[src/rtl/core/r4t_pkg.sv]
// shared types and constants for the rgba8 4x4 tiler
// no dependencies; used by every module under rtl/core except r4t_band_ram
`default_nettype none

package r4t_pkg;

    localparam int TILE_SIDE = 4;
    localparam int TILE_CAP = 256;
    localparam int WORDS_PER_TILE = 32;
    localparam int CFG_W = 9;
    localparam int CNT_W = 10;
    localparam int WIDX_W = 5;

    localparam logic [CFG_W-1:0] WIDTH_TILES_RST = 9'd160;
    localparam logic [CFG_W-1:0] HEIGHT_TILES_RST = 9'd100;

    typedef enum logic {
        CFG_WIDTH_TILES = 1'b0,
        CFG_HEIGHT_TILES = 1'b1
    } cfg_reg_t;

    // handed from the pixel counter to the tile reader on the completing pixel
    typedef struct packed {
        logic             start;
        logic [CNT_W-1:0] base_col;
        logic             frame_end;
    } tile_req_t;

endpackage

`default_nettype wire

[src/rtl/core/r4t_pixel_counter.sv]
// frame size registers, column/row counters and band write address
// depends on r4t_pkg
`default_nettype none

module r4t_pixel_counter #(
    parameter int MAX_WIDTH = 1024,
    parameter int AW = 12
) (
    input  wire logic                         aclk,
    input  wire logic                         aresetn,
    input  wire logic                         cfg_write,
    input  wire logic                         cfg_index,
    input  wire logic [r4t_pkg::CFG_W-1:0]    cfg_data,
    input  wire logic                         pix_accept,
    output logic                              wr_en,
    output logic      [AW-1:0]                wr_addr,
    output r4t_pkg::tile_req_t                tile_req
);

    localparam int WcapRaw = MAX_WIDTH / r4t_pkg::TILE_SIDE;
    localparam int WcapLim = (WcapRaw > r4t_pkg::TILE_CAP) ? r4t_pkg::TILE_CAP : WcapRaw;
    localparam int Wcap = (WcapLim < 1) ? 1 : WcapLim;
    localparam int CW = r4t_pkg::CNT_W;

    logic [r4t_pkg::CFG_W-1:0] width_tiles_reg, width_tiles_next;
    logic [r4t_pkg::CFG_W-1:0] height_tiles_reg, height_tiles_next;
    logic [CW-1:0] col_reg, col_next;
    logic [CW-1:0] row_reg, row_next;

    logic [r4t_pkg::CFG_W-1:0] w_eff, h_eff;
    logic [CW:0] wpx, hpx, col_inc, row_inc;
    logic col_wrap, row_wrap, col_ok;

    // zero acts as one tile, large values saturate
    always_comb begin
        if (width_tiles_reg == '0) begin
            w_eff = r4t_pkg::CFG_W'(1);
        end else if (width_tiles_reg > r4t_pkg::CFG_W'(Wcap)) begin
            w_eff = r4t_pkg::CFG_W'(Wcap);
        end else begin
            w_eff = width_tiles_reg;
        end
        if (height_tiles_reg == '0) begin
            h_eff = r4t_pkg::CFG_W'(1);
        end else if (height_tiles_reg > r4t_pkg::CFG_W'(r4t_pkg::TILE_CAP)) begin
            h_eff = r4t_pkg::CFG_W'(r4t_pkg::TILE_CAP);
        end else begin
            h_eff = height_tiles_reg;
        end
    end

    assign wpx = (CW+1)'({w_eff, 2'b00});
    assign hpx = (CW+1)'({h_eff, 2'b00});
    assign col_inc = {1'b0, col_reg} + (CW+1)'(1);
    assign row_inc = {1'b0, row_reg} + (CW+1)'(1);
    assign col_wrap = (col_inc >= wpx);
    assign row_wrap = (row_inc >= hpx);
    assign col_ok = ({22'd0, col_reg} < 32'(MAX_WIDTH));

    always_comb begin
        width_tiles_next = width_tiles_reg;
        height_tiles_next = height_tiles_reg;
        if (cfg_write) begin
            unique case (r4t_pkg::cfg_reg_t'(cfg_index))
                r4t_pkg::CFG_WIDTH_TILES: width_tiles_next = cfg_data;
                r4t_pkg::CFG_HEIGHT_TILES: height_tiles_next = cfg_data;
                default: ;
            endcase
        end
    end

    always_comb begin
        col_next = col_reg;
        row_next = row_reg;
        if (pix_accept) begin
            if (col_wrap) begin
                col_next = '0;
                row_next = row_wrap ? '0 : row_inc[CW-1:0];
            end else begin
                col_next = col_inc[CW-1:0];
            end
        end
    end

    always_ff @(posedge aclk) begin
        if (!aresetn) begin
            width_tiles_reg <= r4t_pkg::WIDTH_TILES_RST;
            height_tiles_reg <= r4t_pkg::HEIGHT_TILES_RST;
            col_reg <= '0;
            row_reg <= '0;
        end else begin
            width_tiles_reg <= width_tiles_next;
            height_tiles_reg <= height_tiles_next;
            col_reg <= col_next;
            row_reg <= row_next;
        end
    end

    assign wr_en = pix_accept && col_ok;
    assign wr_addr = AW'(row_reg[1:0]) * AW'(MAX_WIDTH) + AW'(col_reg);

    assign tile_req.start = pix_accept && col_ok && (col_reg[1:0] == 2'b11)
                            && (row_reg[1:0] == 2'b11);
    assign tile_req.base_col = col_reg - CW'(3);
    assign tile_req.frame_end = col_wrap && row_wrap;

endmodule

`default_nettype wire

[config.mk]
export PLATFORM = sky130hd
export DESIGN_NAME = r4t_pixel_counter
export DESIGN_NICKNAME = d
export VERILOG_FILES = /design/src/rtl/core/r4t_pkg.sv /design/src/rtl/core/r4t_pixel_counter.sv
export SDC_FILE = /design/constraint.sdc
export NUM_CORES = 1
export LEC_CHECK = 0
export BUFFER_PORTS_ARGS = -buffer_cell sky130_fd_sc_hd__buf_4
export CORE_MARGIN = 2
export CORE_UTILIZATION = 30
export DETAILED_ROUTE_END_ITERATION = 6
export GPL_ROUTABILITY_DRIVEN = 0
export GPL_TIMING_DRIVEN = 1
export SLEW_MARGIN = 20
export SYNTH_ARGS = -nofsm -noshare
export SYNTH_HDL_FRONTEND = slang
export SYNTH_SLANG_ARGS = --single-unit
export TNS_END_PERCENT = 5
[constraint.sdc]
create_clock -name aclk -period 3.91 [get_ports aclk]
set_input_delay 0.1955 -clock aclk [delete_from_list [all_inputs] [get_ports aclk]]
set_output_delay 0.1955 -clock aclk [all_outputs]
set_load 0.01 [all_outputs]
==> impl_metrics.csv, run 1 <==
group,metric,value,unit
route,dr.pass1.iters,4,
power_and_ir_drop,p_int,590.4,uW
route,drt-initial-drc-count,110,
power_and_ir_drop,powerDensity,288.1,mW/mm^2
critical_path,arrival,3090,ps
clocking,clock-sinks,38,
clocking,clk_latency,290,ps
clocking,cts-root-buf,"clkbuf_8",
floorplanning,die_w,93.14,um
timing,clock.fmax,304.7,MHz
yosys,synth_edf_count,0,
worst_hold_path,hold_start,"cfg_data[5]",
grt,antenna_found_initial,0,
critical_path,reg2reg_depth,10,
route,drcViolationCount,0,
critical_path,cp.buffers_inverters,1,
timing,hold_viol,0,
floorplanning,io_pins,39,
yosys,synthTopCellsByArea,"dfxtp_1, ha_1, nand2_1",
yosys,syn_avg_cell_area,7.998,um^2
power_and_ir_drop,leakage,0.001198,uW
grt,grt_pass1_vias,2016,
clocking,cts.path.max_buffers,2,
final_layout,nets,358,
route,drt-wirelength-per-cell,13.12,um
placed_design,placed_area,0.002696,mm^2
clocking,clk_pin_slew_worst_paths,80,ps
yosys,synthDistinctLibCells,46,
timing,fin_tns_setup,0,ps
critical_path,cpMaxStageDelayCell,"dfxtp_1",
timing,drv_slew,0,
run,maxCapViolCount,0,
yosys,synth_area,0.002384,mm^2
critical_path,cpPeakStageDelay,560,ps
critical_path,r2r_start,"col_reg[3]",
critical_path,critPathTopFamily,"compound AO/OA/AOI/OAI gates",
critical_path,crit_top_cell,"a21o_1",
power_and_ir_drop,combinationalPowerShare,0.138,
floorplanning,num_rows,32,
yosys,synthCells,298,
grt,gr-total-overflow,0,
route,vias_per_cell,4.946,
grt,track_usage,0.1340,
timing,worst_pin_slew,632.2,ps
floorplanning,die_area,0.008674,mm^2
final_layout,stdcell_area,0.002788,mm^2
clocking,htreeDepth,2,
power_and_ir_drop,clockPowerShare,0.350,
placed_design,portBuffers,38,
timing,fin_crit_sh,0.8393,
yosys,ys.warnings.count,0,
power_and_ir_drop,switchingPower,212.6,uW
timing,max-slew-margin-rel,0.5776,
critical_path,crit_type,"reg2out",
clocking,post_cts_buffers,0,
timing,rsz0062_at_grt,"false",
yosys,yosys.area.top_type_share,0.3192,
final_layout,drive_above_1_share,0.1754,
yosys,synth_top_cell_by_area,"dfxtp_1",
grt,grt_max_degree,19,
yosys,synth_common_cells,"nand2_1, dfxtp_1, a21oi_1",
final_layout,syn_to_final_growth,16.96,%
critical_path,setup.worst_path.start_class,"register",
route,via_count,2112,
yosys,yosysMostFrequentCell,"nand2_1",
yosys,syn-num-nets,332,
placed_design,dp_hpwl,4.347,mm
worst_hold_path,worstHoldPathType,"in2reg",
outcome,status,"finished, final reports clean",
critical_path,required,3710,ps
route,ant_nets,0,
clocking,cts_resized,0,
timing,fin_skew,7.358,ps
worst_hold_path,hold_depth,3,
critical_path,path_cells,"and2_1, and4_1, nand3_1, xnor2_1, ha_1, a21o_1, a21o_1, a311oi_2, nor2_1, buf_4",
critical_path,cp-end-kind,"output port",
critical_path,cp.depth,10,
route,wl,5.602,mm
grt,grt_pass1_wl,9.487,mm
clocking,cts_buffers,5,
timing,period_needed,3282,ps
power_and_ir_drop,ir_drop,0.1385,mV
critical_path,crit_fanout,11,
yosys,ys.flop_type,"dfxtp_1",
floorplanning,die_h,93.14,um
yosys,async_flop_share,0,
yosys,yosysSeqAreaShare,0.3192,
power_and_ir_drop,p_seq_frac,0.512,
critical_path,rrSetupSlack,840,ps
power_and_ir_drop,p_sw_frac,0.2647,
clocking,cts_hold_buf,0,
critical_path,crit_path_start,"col_reg[3]",
final_layout,antenna_cells,0,
yosys,ys_ff_latch,38,
floorplanning,core_area,0.007727,mm^2
timing,finalSetupViolCount,0,
floorplanning,start_util,0.3085,
clocking,tritoncts,"done",
## logic make-up (layout without fill, tap and decap cells)
group | after synthesis | after routing | share of synthesized area
and+or+nand+nor | 131 | 131 | 0.2504
AOI/OAI and AO/OA | 51 | 51 | 0.1543
DFF | 38 | 38 | 0.3192
xor gates and xnor gates | 31 | 31 | 0.1139
buffers and inverters | 26 | 53 | 0.05301
adders and majority gates | 20 | 20 | 0.1050
muxes | 1 | 1 | 0.004200
## per-stage QoR
| step | hold slack (ps) | utilization | instances | total power (uW) | setup WS [ps] |
|---|---|---|---|---|---|
| floorplan | 319.5 | - | 298 | 488.8 | 996.2 |
| CTS | 120.0 | 0.3608 | 427 | 813.0 | 632.4 |
| detailed placement | 424.7 | 0.3489 | 419 | 532.5 | 839.2 |
| finish | 125.2 | 0.3608 | 427 | 803.0 | 628.3 |
| global placement | 424.5 | 0.3489 | 419 | 530.5 | 908.6 |
| global route | 132.8 | 0.3608 | 427 | 843.6 | 423.0 |
## worst paths after layout
check | end
setup / recovery | tile_req[0]
hold / removal | height_tiles_reg[5]
setup reg to reg | row_reg[4]
hold reg to reg | width_tiles_reg[0]
## worst min-delay path: cells and delay by family
family | cells | cell delay, ps
buffers and inverters | 1 | 80
AND/OR/NAND/NOR | 2 | 110
## cell type report
class,count,area (um^2)
flip-flops and latches,38,760.7
inverters,7,26.28
repair buffers,38,285.3
clock inverters,1,5.005
fillers,794,4940
clock buffers,7,86.33
well taps,102,127.6
multi-input cells,234,1496
## layer usage
metal,routed length (um),GRT usage,part of all wire,vias to the layer above
li1,-,-,-,1086
met3,284,0.03143,0.051,6
met1,2640,0.1697,0.47,965
met5,0,0,0,-
met4,47,0.02819,0.0084,0
met2,2629,0.2325,0.47,55
## power groups by stage
stage / Clock [uW] / Combinational, uW / Sequential [uW]
floorplan: 0 / 71.5 / 417
global placement: 0 / 111 / 420
detailed placement: 0 / 112 / 420
CTS: 290 / 113 / 411
global route: 304 / 127 / 413
finish: 281 / 111 / 411
## layout by cell type, fill, tap and decap left out, types with 3 or more instances in the layout
| master | synthesis | final |
|---|---|---|
| dfxtp_1 | 38 | 38 |
| buf_4 | 3 | 38 |
| inv_1 | 4 | 4 |
| nand3_1 | 15 | 15 |
| o31ai_1 | 3 | 3 |
| nand2_1 | 64 | 64 |
| nor4_1 | 4 | 4 |
| a32o_2 | 6 | 6 |
| xnor2_1 | 16 | 16 |
| ha_1 | 20 | 20 |
| a211oi_1 | 3 | 3 |
| xor2_1 | 15 | 15 |
| nor3_1 | 5 | 5 |
| nor2_1 | 21 | 21 |
| clkinv_1 | 3 | 3 |
| nand4_1 | 8 | 8 |
| clkbuf_8 | 0 | 6 |
| a21oi_1 | 22 | 22 |
(Power assumes the default switching activity.)
==> run 2: changes to the inputs <==
- clock period: 3.91 -> 2.78 ns (I/O delays scaled with it)
==> run 2 against run 1 <==
Effect of this change:
- clock skew down 2.7 ps
- clock-buffer cell count down 2
- non-clock buffer count up 19
==> impl_metrics.csv, run 2 (synthesis results as in run 1) <==
group,metric,value,unit
critical_path,arrival,2870,ps
grt,antenna_found_initial,0,
power_and_ir_drop,power,1226,uW
timing,drv_slew,0,
floorplanning,core_area,0.007727,mm^2
floorplanning,die_h,93.14,um
critical_path,cp.buffers_inverters,0,
timing,worst_slack,108.0,ps
worst_hold_path,hold_depth,3,
grt,gr-total-overflow,0,
critical_path,cp-end-kind,"register",
timing,finalSetupViolCount,0,
route,drt-initial-drc-count,92,
floorplanning,start_util,0.3085,
grt,grt_max_degree,19,
clocking,cts-root-buf,"clkbuf_8",
route,drcViolationCount,0,
floorplanning,num_rows,32,
route,drt-wirelength-per-cell,13.18,um
timing,fin_skew,4.637,ps
outcome,status,"finished, final reports clean",
final_layout,nets,377,
clocking,clk_latency,300,ps
final_layout,syn_to_final_growth,27.61,%
grt,track_usage,0.1413,
critical_path,cpPeakStageDelay,380,ps
clocking,tritoncts,"done",
clocking,cts.path.max_buffers,2,
clocking,clk_pin_slew_worst_paths,80,ps
floorplanning,io_pins,39,
final_layout,drive_above_1_share,0.2936,
worst_hold_path,worstHoldPathType,"in2reg",
critical_path,reg2reg_depth,10,
route,via_count,2234,
final_layout,stdcell_area,0.003042,mm^2
timing,max-slew-margin-rel,0.6030,
timing,fin_crit_sh,0.9611,
power_and_ir_drop,leakage,0.001325,uW
timing,rsz0062_at_grt,"true",
timing,hold_viol,0,
floorplanning,die_w,93.14,um
final_layout,final_common_cell,"nand2_1",
critical_path,crit_type,"reg2reg",
final_layout,antenna_cells,0,
placed_design,dp_hpwl,4.441,mm
run,maxCapViolCount,0,
grt,grt_pass1_vias,2124,
placed_design,placed_area,0.002811,mm^2
route,wl,5.878,mm
clocking,htreeDepth,2,
critical_path,cp.depth,10,
critical_path,path_cells,"and2_1, and4_4, nand3_1, xnor2_1, ha_1, and3_2, nor3b_2, a311o_1, and3_4, a32o_2",
critical_path,critPathTopFamily,"simple AND/OR/NAND/NOR gates",
final_layout,layout_common_cells,"nand2_1, buf_4, dfxtp_1, a21oi_1",
route,dr.pass1.iters,4,
power_and_ir_drop,powerDensity,402.9,mW/mm^2
placed_design,portBuffers,38,
clocking,cts_hold_buf,0,
critical_path,cpMaxStageDelayCell,"a311o_1",
clocking,cts_buffers,5,
power_and_ir_drop,ir_drop,0.1432,mV
critical_path,crit_fanout,8,
clocking,clock-sinks,38,
grt,grt_pass1_wl,9.873,mm
route,ant_nets,0,
placed_design,pre_cts_ws,-17.94,ps
floorplanning,die_area,0.008674,mm^2
route,vias_per_cell,5.009,
timing,clock.fmax,374.3,MHz
critical_path,setup.worst_path.start_class,"register",
timing,worst_pin_slew,594.3,ps
critical_path,required,2980,ps
critical_path,rrSetupSlack,110,ps
timing,period_needed,2672,ps
## run 2: worst reg2reg max path, stage by stage, from the launching register on
cell	delay (ps)
dfxtp_2	320
and2_1	150
and4_4	260
nand3_1	120
xnor2_1	150
ha_1	290
and3_2	220
nor3b_2	170
a311o_1	380
and3_4	240
a32o_2	260
## run 2: power by group
part / leakage (uW) / switching, uW / internal, uW / total [uW]
clock network: 0.0000504 / 214 / 267 / 481
logic: 0.000962 / 92.6 / 74.5 / 167
registers: 0.000312 / 15.7 / 562 / 577
total: 0.00132 / 322 / 903 / 1230
## run 2: final timing paths
check / startpoint / endpoint
setup / recovery: col_reg[4] / row_reg[5]
hold / removal: cfg_data[6] / height_tiles_reg[6]
setup reg to reg: col_reg[4] / row_reg[5]
hold reg to reg: height_tiles_reg[0] / height_tiles_reg[0]
## run 2: area by class of cell
| type | instances | area (um^2) |
|---|---|---|
| Fill cell | 797 | 4686 |
| Multi-Input combinational cell | 234 | 1578 |
| Sequential cell | 38 | 768.2 |
| Timing Repair Buffer | 57 | 427.9 |
| Tap cell | 102 | 127.6 |
| Clock buffer | 5 | 68.82 |
| Clock inverter | 3 | 45.04 |
| Inverter | 7 | 26.28 |
## run 2: routing by layer
metal  wire length (um)  up-vias  global-route usage
met1               2713     1046              0.1760
met5                  0        -                   0
met4                130        0             0.05760
met2               2817       44              0.2373
li1                   -     1132                   -
met3                217       12             0.02981
## run 2: repair_timing
item	4_1_cts	5_1_grt
setup endpoints to repair	7	20
buffers inserted	1	3
pin swaps	1	5
resized for setup	6	19
## run 2: through the flow
step	hold slack [ps]	TNS, ps	cells	util
2_1_floorplan	263.0	0	298	-
6_report	62.06	0	446	0.3936
4_1_cts	57.10	0	443	0.3828
3_5_place_dp	374.4	-93.46	434	0.3638
5_1_grt	71.14	-20.57	446	0.3936
3_3_place_gp	366.7	-117.3	434	0.3638
