**config.mk**
```make
export PLATFORM = sky130hd
export DESIGN_NAME = r4t_tile_reader
export DESIGN_NICKNAME = d
export VERILOG_FILES = /design/src/rtl/core/r4t_pkg.sv /design/src/rtl/core/r4t_tile_reader.sv
export SDC_FILE = /design/constraint.sdc
export NUM_CORES = 1
export LEC_CHECK = 0
export BUFFER_PORTS_ARGS = -buffer_cell sky130_fd_sc_hd__buf_2
export CORE_MARGIN = 8
export CORE_UTILIZATION = 47
export CTS_BUF_LIST = sky130_fd_sc_hd__clkbuf_16
export DETAILED_ROUTE_END_ITERATION = 10
export HOLD_SLACK_MARGIN = 0.08
export PLACE_DENSITY = 0.79
export SYNTH_ARGS = -nofsm -noshare
export SYNTH_HDL_FRONTEND = slang
export SYNTH_SLANG_ARGS = --single-unit
```
**constraint.sdc**
```tcl
create_clock -name aclk -period 2.89 [get_ports aclk]
set_input_delay 0.578 -clock aclk [delete_from_list [all_inputs] [get_ports aclk]]
set_output_delay 0.578 -clock aclk [all_outputs]
set_load 0.01 [all_outputs]
```
**src/rtl/core/r4t_pkg.sv**
```systemverilog
// shared types and constants for the rgba8 4x4 tiler
// no dependencies; used by every module under rtl/core except r4t_band_ram
`default_nettype none

package r4t_pkg;

    localparam int TILE_SIDE = 4;
    localparam int TILE_CAP = 256;
    localparam int WORDS_PER_TILE = 32;
    localparam int CFG_W = 9;
    localparam int CNT_W = 10;
    localparam int WIDX_W = 5;

    localparam logic [CFG_W-1:0] WIDTH_TILES_RST = 9'd160;
    localparam logic [CFG_W-1:0] HEIGHT_TILES_RST = 9'd100;

    typedef enum logic {
        CFG_WIDTH_TILES = 1'b0,
        CFG_HEIGHT_TILES = 1'b1
    } cfg_reg_t;

    // handed from the pixel counter to the tile reader on the completing pixel
    typedef struct packed {
        logic             start;
        logic [CNT_W-1:0] base_col;
        logic             frame_end;
    } tile_req_t;

endpackage

`default_nettype wire

```
**src/rtl/core/r4t_tile_reader.sv**
```systemverilog
// tile read sequencer: 32 band reads per tile, plane split and output register
// depends on r4t_pkg
`default_nettype none

module r4t_tile_reader #(
    parameter int MAX_WIDTH = 1024,
    parameter int AW = 12
) (
    input  wire logic               aclk,
    input  wire logic               aresetn,
    input  wire r4t_pkg::tile_req_t tile_req,
    output logic                    busy,
    output logic      [AW-1:0]      rd_addr,
    input  wire logic [31:0]        rd_data,
    output logic                    m_valid,
    input  wire logic               m_ready,
    output logic      [15:0]        m_tiled_word,
    output logic                    m_plane,
    output logic                    m_last_in_tile,
    output logic                    m_last_in_frame
);

    localparam int IW = r4t_pkg::WIDX_W;

    typedef enum logic {
        ST_IDLE,
        ST_EMIT
    } state_t;

    state_t state_reg, state_next;
    logic [IW:0] issue_cnt_reg, issue_cnt_next;
    logic s1_valid_reg, s1_valid_next;
    logic [IW-1:0] s1_idx_reg, s1_idx_next;
    logic [r4t_pkg::CNT_W-1:0] base_reg, base_next;
    logic frame_end_reg, frame_end_next;
    logic m_valid_reg, m_valid_next;
    logic [15:0] word_reg, word_next;
    logic plane_reg, plane_next;
    logic last_tile_reg, last_tile_next;
    logic last_frame_reg, last_frame_next;

    logic advance, issuing, s1_last;
    logic [IW-1:0] fetch_idx;

    function automatic logic [AW-1:0] word_addr(input logic [IW-1:0] idx,
                                                 input logic [r4t_pkg::CNT_W-1:0] base);
        word_addr = AW'(idx[3:2]) * AW'(MAX_WIDTH) + AW'(base) + AW'(idx[1:0]);
    endfunction

    assign advance = !m_valid_reg || m_ready;
    assign issuing = (state_reg == ST_EMIT)
                     && (issue_cnt_reg < (IW+1)'(r4t_pkg::WORDS_PER_TILE));
    // on a stall the held stage re-reads its own entry
    assign fetch_idx = advance ? issue_cnt_reg[IW-1:0] : s1_idx_reg;
    assign rd_addr = word_addr(fetch_idx, base_reg);
    assign s1_last = (s1_idx_reg == IW'(r4t_pkg::WORDS_PER_TILE - 1));

    always_comb begin
        state_next = state_reg;
        issue_cnt_next = issue_cnt_reg;
        s1_valid_next = s1_valid_reg;
        s1_idx_next = s1_idx_reg;
        base_next = base_reg;
        frame_end_next = frame_end_reg;
        m_valid_next = m_valid_reg;
        word_next = word_reg;
        plane_next = plane_reg;
        last_tile_next = last_tile_reg;
        last_frame_next = last_frame_reg;

        if (advance) begin
            m_valid_next = s1_valid_reg;
            if (s1_valid_reg) begin
                plane_next = s1_idx_reg[4];
                word_next = s1_idx_reg[4] ? {rd_data[15:8], rd_data[23:16]}
                                          : {rd_data[31:24], rd_data[7:0]};
                last_tile_next = s1_last;
                last_frame_next = s1_last && frame_end_reg;
            end
            s1_valid_next = issuing;
            s1_idx_next = issue_cnt_reg[IW-1:0];
            if (issuing) begin
                issue_cnt_next = issue_cnt_reg + (IW+1)'(1);
            end
        end

        unique case (state_reg)
            ST_IDLE: begin
                if (tile_req.start) begin
                    state_next = ST_EMIT;
                    issue_cnt_next = '0;
                    base_next = tile_req.base_col;
                    frame_end_next = tile_req.frame_end;
                end
            end
            ST_EMIT: begin
                if (advance && !issuing && s1_valid_reg) begin
                    state_next = ST_IDLE;
                end
            end
            default: state_next = ST_IDLE;
        endcase
    end

    always_ff @(posedge aclk) begin
        if (!aresetn) begin
            state_reg <= ST_IDLE;
            issue_cnt_reg <= '0;
            s1_valid_reg <= 1'b0;
            m_valid_reg <= 1'b0;
        end else begin
            state_reg <= state_next;
            issue_cnt_reg <= issue_cnt_next;
            s1_valid_reg <= s1_valid_next;
            m_valid_reg <= m_valid_next;
        end
        s1_idx_reg <= s1_idx_next;
        base_reg <= base_next;
        frame_end_reg <= frame_end_next;
        word_reg <= word_next;
        plane_reg <= plane_next;
        last_tile_reg <= last_tile_next;
        last_frame_reg <= last_frame_next;
    end

    assign busy = (state_reg != ST_IDLE);
    assign m_valid = m_valid_reg;
    assign m_tiled_word = word_reg;
    assign m_plane = plane_reg;
    assign m_last_in_tile = last_tile_reg;
    assign m_last_in_frame = last_frame_reg;

`ifndef NO_ASSERTIONS
    a_start_only_idle: assert property (@(posedge aclk) disable iff (!aresetn)
        tile_req.start |-> (state_reg == ST_IDLE))
        else $error("tile start while emitting");

    a_frame_implies_tile: assert property (@(posedge aclk) disable iff (!aresetn)
        m_valid_reg && last_frame_reg |-> last_tile_reg && plane_reg)
        else $error("frame end flag off the last word of a tile");

    a_stage_holds: assert property (@(posedge aclk) disable iff (!aresetn)
        s1_valid_reg && !advance |=> s1_valid_reg && $stable(s1_idx_reg))
        else $error("read stage moved during output stall");

    a_idle_drained: assert property (@(posedge aclk) disable iff (!aresetn)
        (state_reg == ST_IDLE) |-> !s1_valid_reg)
        else $error("read stage busy in idle");
`endif

endmodule

`default_nettype wire

```
==> flow_summary_export.csv, run 1 <==
group,metric,value,unit
outcome,outcome,"finished with violations",
outcome,failed_checks,"setup timing",
yosys,yosysSeqAreaShare,62.5,%
floorplanning,start_util,48.3,%
route,via_per_inst,4.79,
clock_tree,hold_buffers,0,
min_path,holdCritStartpoint,"tile_req[2]",
timing,period_needed,2.91,ns
floorplanning,die_w,79.7,µm
grt,grt_overflow,0,
pwr,leakagePower,1.11,nW
timing,worst_slack,-0.0184,ns
clock_tree,cts_tree,"built",
timing,hold_viol,0,
yosys,synth_commonest_cells,"edfxtp_1 (31), mux2_2 (16), dfxtp_1 (13), nand2_1 (13), nor2_1 (9)",
route,wl_per_cell,14.4,µm
floorplanning,core,3940,µm²
finish,largest_reg_flops,16,
clock_tree,clkSinkCount,44,
grt,grt_pass1_vias,1415,
clock_tree,cts-root-buf,"clkbuf_16",
pwr,power_density,527,nW/µm²
finish,antenna_cells,0,
critical_path,critPathSlowestCell,"fa_2",
yosys,async_flop_share,0,%
yosys,yosysTopAreaCellShare,48.9,%
clock_tree,cts_made_buffers,5,
critical_path,r2r_start,"s1_idx_reg[4]",
clock_tree,h-tree-depth,2,
yosys,syn_area,1900,µm²
yosys,synth_ff_type,"edfxtp_1",
grt,grt_max_degree,21,
critical_path,reg2reg_to,"m_tiled_word[15]",
yosys,synth_cell_type_count,32,
critical_path,cp_top_family,"simple AND/OR/NAND/NOR gates",
timing,slew_headroom,52.7,%
job,maxCapViolations,0,
clock_tree,cts_buffer_depth,2,
yosys,ys_top_cells_by_area,"edfxtp_1 (49%), dfxtp_1 (14%), mux2_2 (9.5%)",
floorplanning,dieArea,6340,µm²
critical_path,cp_cell_sequence,"buf_6 -> nor2b_4 -> buf_6 -> nand2_1 -> nand2_2 -> inv_2 -> fa_2 -> nor3b_2 -> buf_4 -> nand4_1 -> xnor2_1 -> buf_2",
grt,antenna_found_initial,0,
finish,layout-drive-gt1-share,53.6,%
timing,clock.fmax,344,MHz
timing,finalCritPeriodShare,101,%
floorplanning,ioPinCount,80,
finish,area_growth,36.2,%
timing,tightest_slew,0.709,ns
critical_path,crit_path_max_fanout,4,
yosys,syn_area_per_cell,13.5,µm²
placed_design,post-dp-hpwl,3.23,mm
route,drtIter0Drc,75,
critical_path,reg2reg_slack,1.41,ns
floorplanning,row_count,23,
clock_tree,path_clk_slew,0.05,ns
critical_path,crit_buf_inv,5,
finish,fin_nets,285,
yosys,synth_edf_count,31,
route,antenna_left,0,
grt,grt_pass1_wl,6.48,mm
critical_path,path_class,"in2out",
critical_path,required,2.31,ns
critical_path,cp_common_cell,"buf_6",
placed_design,portBuffers,79,
critical_path,ff2ff_path_depth,1,
yosys,ys_ff_latch,44,
critical_path,max_stage_delay,0.37,ns
yosys,yosysTopAreaCell,"edfxtp_1",
route,dr.pass1.iters,4,
critical_path,cp-start-kind,"input pin",
route,post-route-drc-count,0,
timing,setup-violations-final,1,
yosys,synth_nets,192,
critical_path,crit_path_end_kind,"output port",
route,via_count,1365,
clock_tree,clk_latency,0.27,ns
min_path,min_path_type,"in2reg",
pwr,finalPower,0.00137,W
grt,grt_usage,13.0,%
placed_design,globalplace.congestion,0.771,
pwr,ir_drop,588,µV
yosys,synthCells,141,
timing,rsz0062_at_grt,"true",
finish,fin_cells,285,
route,drt-total-wl,4.11,mm
min_path,whs_path_depth,1,
timing,worst_clock_skew,0.00576,ns
min_path,min_to,"base_reg[1]",
yosys,yosysWarnings,0,
floorplanning,die_y,79.7,µm
yosys,synth_most_common_cell,"edfxtp_1",
finish,fillCellCount,306,
placed_design,placedCellCount,273,
timing,slew_viol_final,0,
critical_path,cp_data_arrival_time,2.33,ns
[how the worst max path moves through the flow]
stage | from | to | slack, ns | cells past startpoint
finish | m_ready | rd_addr[8] | -0.02 | 12
global route | m_ready | rd_addr[8] | -0.14 | 12
CTS | m_ready | rd_addr[8] | 0.02 | 12
detailed placement | m_ready | rd_addr[10] | -0.09 | 11
global placement | m_ready | rd_addr[10] | -0.03 | 11
floorplan | m_ready | rd_addr[10] | 0.10 | 11
[logic make-up after synthesis]
| logic type | count (synthesis) | synth area share [%] |
|---|---|---|
| adders and majority gates | 4 | 3.02 |
| xor gates and xnor gates | 14 | 6.44 |
| muxes | 18 | 10.5 |
| and+or+nand+nor | 45 | 12.9 |
| AOI/OAI and AO/OA | 6 | 1.97 |
| buffers and inverters | 10 | 2.56 |
| DFF | 44 | 62.5 |
[metal layers]
metal	share of wire, %	wire [µm]	GRT usage, %
met1	37	1500	13.5
met2	52	2140	22.7
met3	10	421	5.63
met4	1.2	48	4.44
met5	0	0	0
[cells in the final DEF (no fill, tap or decap)]
master | netlist | layout
buf_2 | 3 | 78
edfxtp_1 | 31 | 31
mux2_2 | 16 | 16
dfxtp_1 | 13 | 12
nand2_1 | 13 | 10
buf_4 | 0 | 10
nor2_1 | 9 | 9
xnor2_1 | 7 | 7
xor2_1 | 7 | 7
nand3_1 | 6 | 6
inv_1 | 5 | 5
clkbuf_16 | 0 | 5
inv_2 | 1 | 3
nand2_2 | 0 | 3
nor3b_2 | 2 | 3
a21oi_1 | 2 | 2
nand2b_1 | 2 | 2
mux2i_1 | 2 | 2
nand4_1 | 2 | 2
and2_1 | 2 | 2
nor2b_1 | 2 | 2
ha_1 | 3 | 2
buf_6 | 1 | 2
nor2b_4 | 1 | 1
nor3_2 | 1 | 1
and2_2 | 1 | 1
and2b_1 | 1 | 1
and2_0 | 1 | 1
o21ai_0 | 1 | 1
a31oi_1 | 1 | 1
and3_1 | 1 | 1
a41oi_1 | 1 | 1
o21a_1 | 1 | 1
fa_2 | 0 | 1
ha_4 | 0 | 1
clkinv_1 | 0 | 1
dfxtp_2 | 0 | 1
[area by class of cell]
type                    instances  area (µm²)  share of cell area [%]
clock inverters                 3        11.3                   0.434
inverters                       6        22.5                   0.868
flip-flops and latches         44        1190                    46.0
multi-input cells              87         692                    26.7
well taps                      50        62.6                    2.41
clock buffers                   5         125                    4.82
repair buffers                 90         488                    18.8
[what timing repair did]
item,CTS,global route
gates cloned,0,0
endpoints found under the hold margin,0,0
buffers inserted,1,3
pin swaps,1,8
setup endpoints to repair,3,5
resized for setup,5,7
[per-stage QoR]
stage	cell area (µm²)	hold slack (ns)	setup slack [ns]	util, %	TNS, ns
4_1_cts	2550	0.472	0.0207	64.6	0
5_1_grt	2590	0.466	-0.144	65.8	-0.314
3_3_place_gp	2390	0.465	-0.0344	60.6	-0.0574
2_1_floorplan	1900	0.421	0.102	-	0
6_report	2590	0.480	-0.0184	65.8	-0.0184
3_5_place_dp	2390	0.463	-0.0922	60.6	-0.160
[power breakdown]
group          switching (W)  internal (W)  leakage (nW)
clock               0.000198      0.000310        0.0738
sequential         0.0000164      0.000706         0.398
combinational      0.0000634     0.0000730         0.634
No activity file was read; power rests on OpenSTA's default activity.
==> run 2: changes to the inputs <==
==> config.mk (replaced) <==
export PLATFORM = sky130hd
export DESIGN_NAME = r4t_tile_reader
export DESIGN_NICKNAME = d
export VERILOG_FILES = /design/src/rtl/core/r4t_pkg.sv /design/src/rtl/core/r4t_tile_reader.sv
export SDC_FILE = /design/constraint.sdc
export NUM_CORES = 1
export LEC_CHECK = 0
export CORE_MARGIN = 8
export CORE_UTILIZATION = 60
export CTS_BUF_LIST = sky130_fd_sc_hd__clkbuf_16
export DETAILED_ROUTE_END_ITERATION = 10
export DONT_BUFFER_PORTS = 1
export HOLD_SLACK_MARGIN = 0.08
export PLACE_DENSITY = 0.76
export SETUP_SLACK_MARGIN = 0.5
export SKIP_LAST_GASP = 1
export SYNTH_ARGS = -nofsm -noshare
export SYNTH_HDL_FRONTEND = slang
export SYNTH_SLANG_ARGS = --single-unit
==> run 2 against run 1 <==
The flow now finishes without violations. Sequential power is 2% higher. Global-route usage is 1.3 points higher. Wire length fell by 7.7%. Final cell count down 30%. Critical path depth is 3 lower. Via count is 20% lower. Cell area shrank 12%. Critical path type is now reg2out. Largest cell class unchanged. Highest routed layer unchanged.
==> flow_summary_export.csv, run 2 (same netlist as run 1, synthesis figures left out) <==
group,metric,value,unit
critical_path,crit_buf_inv,1,
timing,hold_slack,0.396,ns
placed_design,pre_cts_slack,0.0944,ns
finish,mostFrequentLayoutCell,"edfxtp_1",
finish,fin_nets,205,
pwr,finalPower,0.00133,W
pwr,power_density,585,nW/µm²
finish,fillCellCount,189,
pwr,power.switching,0.000270,W
floorplanning,core,3030,µm²
grt,grt_pass1_vias,1151,
pwr,p_int,0.00106,W
finish,antenna_cells,0,
timing,slew_headroom,55.2,%
critical_path,r2r_start,"m_valid",
clock_tree,cts-root-buf,"clkbuf_16",
critical_path,cp_cell_sequence,"nor2b_4 -> nand2_2 -> nand2_2 -> ha_4 -> inv_2 -> fa_2 -> nor3b_4 -> nand4_1 -> xnor2_2",
placed_design,globalplace.congestion,0.698,
route,post-route-drc-count,0,
route,dr.pass1.iters,4,
clock_tree,path_clk_slew,0.06,ns
timing,worst_slack,0.0294,ns
timing,rsz0062_at_grt,"true",
floorplanning,start_util,62.9,%
clock_tree,cts_made_buffers,5,
floorplanning,ioPinCount,80,
placed_design,placedCellCount,182,
clock_tree,hold_buffers,0,
critical_path,cp_common_cell,"nand2_2",
grt,grt_pass1_wl,5.80,mm
route,via_per_inst,5.47,
clock_tree,cts_buffer_depth,2,
timing,finalCritPeriodShare,99.0,%
floorplanning,dieArea,5230,µm²
pwr,pwr-share-comb,6.6,%
floorplanning,die_y,72.3,µm
route,drtIter0Drc,86,
floorplanning,row_count,20,
grt,grt_usage,14.3,%
finish,final_cell_mix,"edfxtp_1 (31), mux2_2 (16), dfxtp_1 (12), buf_4 (10), nor2_1 (9)",
critical_path,cp_top_family,"simple AND/OR/NAND/NOR gates",
pwr,p_seq_share,55.1,%
timing,slew_viol_final,0,
timing,clock.fmax,350,MHz
critical_path,path_class,"reg2out",
clock_tree,h-tree-depth,2,
critical_path,crit_path_max_fanout,5,
timing,worst_clock_skew,0.00288,ns
grt,antenna_found_initial,0,
job,maxCapViolations,0,
critical_path,required,2.31,ns
critical_path,max_stage_delay,0.39,ns
finish,layout-drive-gt1-share,37.4,%
clock_tree,clk_latency,0.27,ns
min_path,min_path_type,"in2reg",
timing,period_needed,2.86,ns
pwr,ir_drop,433,µV
critical_path,cp_data_arrival_time,2.28,ns
clock_tree,clkSinkCount,44,
finish,area_growth,19.5,%
route,antenna_left,0,
clock_tree,cts_tree,"built",
critical_path,path_depth,9,
grt,grt_max_degree,21,
route,via_count,1088,
route,wl_per_cell,19.0,µm
finish,largest_reg_flops,16,
pwr,p_clk_share,38.2,%
placed_design,portBuffers,0,
finish,fin_cells,199,
critical_path,cp-start-kind,"flop",
outcome,outcome,"completed",
timing,hold_viol,0,
timing,tightest_slew,0.672,ns
floorplanning,die_w,72.3,µm
route,drt-total-wl,3.79,mm
critical_path,crit_start,"m_valid",
timing,fin_tns_setup,0,ns
timing,setup-violations-final,0,
critical_path,ff2ff_path_depth,5,
finish,seq_area,1190,µm²
pwr,swShare,20.3,%
pwr,leakagePower,0.871,nW
critical_path,critPathSlowestCell,"fa_2",
grt,grt_overflow,0,
finish,multi_input_area,791,µm²
min_path,whs_path_depth,0,
placed_design,post-dp-hpwl,2.75,mm
min_path,holdCritStartpoint,"tile_req[0]",
critical_path,crit_path_end_kind,"output port",
-- run 2: final timing paths --
| path | end | slack [ns] |
|---|---|---|
| setup / recovery | rd_addr[8] | 0.03 |
| hold / removal | frame_end_reg | 0.40 |
| setup reg to reg | s1_idx_reg[2] | 1.31 |
| hold reg to reg | busy | 0.48 |
-- run 2: final cells by class --
class / count / share of cell area [%]
clock buffers: 5 / 5.50
clock inverters: 3 / 0.550
inverters: 6 / 1.10
multi-input cells: 87 / 34.7
flip-flops and latches: 44 / 52.4
well taps: 44 / 2.42
repair buffers: 10 / 3.30
-- run 2: layer usage --
metal | part of all wire (%) | global-route usage [%] | vias to the layer above | routed length [µm]
met3 | 9.9 | 6.34 | 5 | 376
li1 | - | - | 518 | -
met1 | 38 | 15.2 | 511 | 1420
met4 | 1.2 | 5.67 | 0 | 47
met5 | 0 | 0 | - | 0
met2 | 51 | 24.2 | 54 | 1940
-- run 2: power by group through the flow --
stage | Combinational (W) | Sequential [W] | Clock [W]
floorplan | 0.0000630 | 0.000738 | 0
global placement | 0.0000701 | 0.000744 | 0
detailed placement | 0.0000725 | 0.000745 | 0
CTS | 0.0000806 | 0.000733 | 0.000522
global route | 0.0000977 | 0.000736 | 0.000547
finish | 0.0000883 | 0.000734 | 0.000508
-- run 2: worst reg2reg max path, cell delays in order, from the launching register on --
cell and delay (ns):
dfxtp_2 0.35, nor2b_4 0.23, buf_4 0.15, buf_4 0.11
mux2i_1 0.52, inv_1 0.09
-- run 2: timing repair --
action                                  CTS  global route
endpoints found under the setup margin   11            11
pin swaps                                 4             8
setup buffers                             6             3
gates resized for setup                  10            11
-- run 2: metrics by stage --
step                      utilization [%]  instance area [µm²]
final                                75.2                 2280
after global routing                 75.2                 2280
after CTS                            72.6                 2200
after detailed placement             65.2                 1970
after global placement               65.2                 1970
after floorplan                         -                 1940
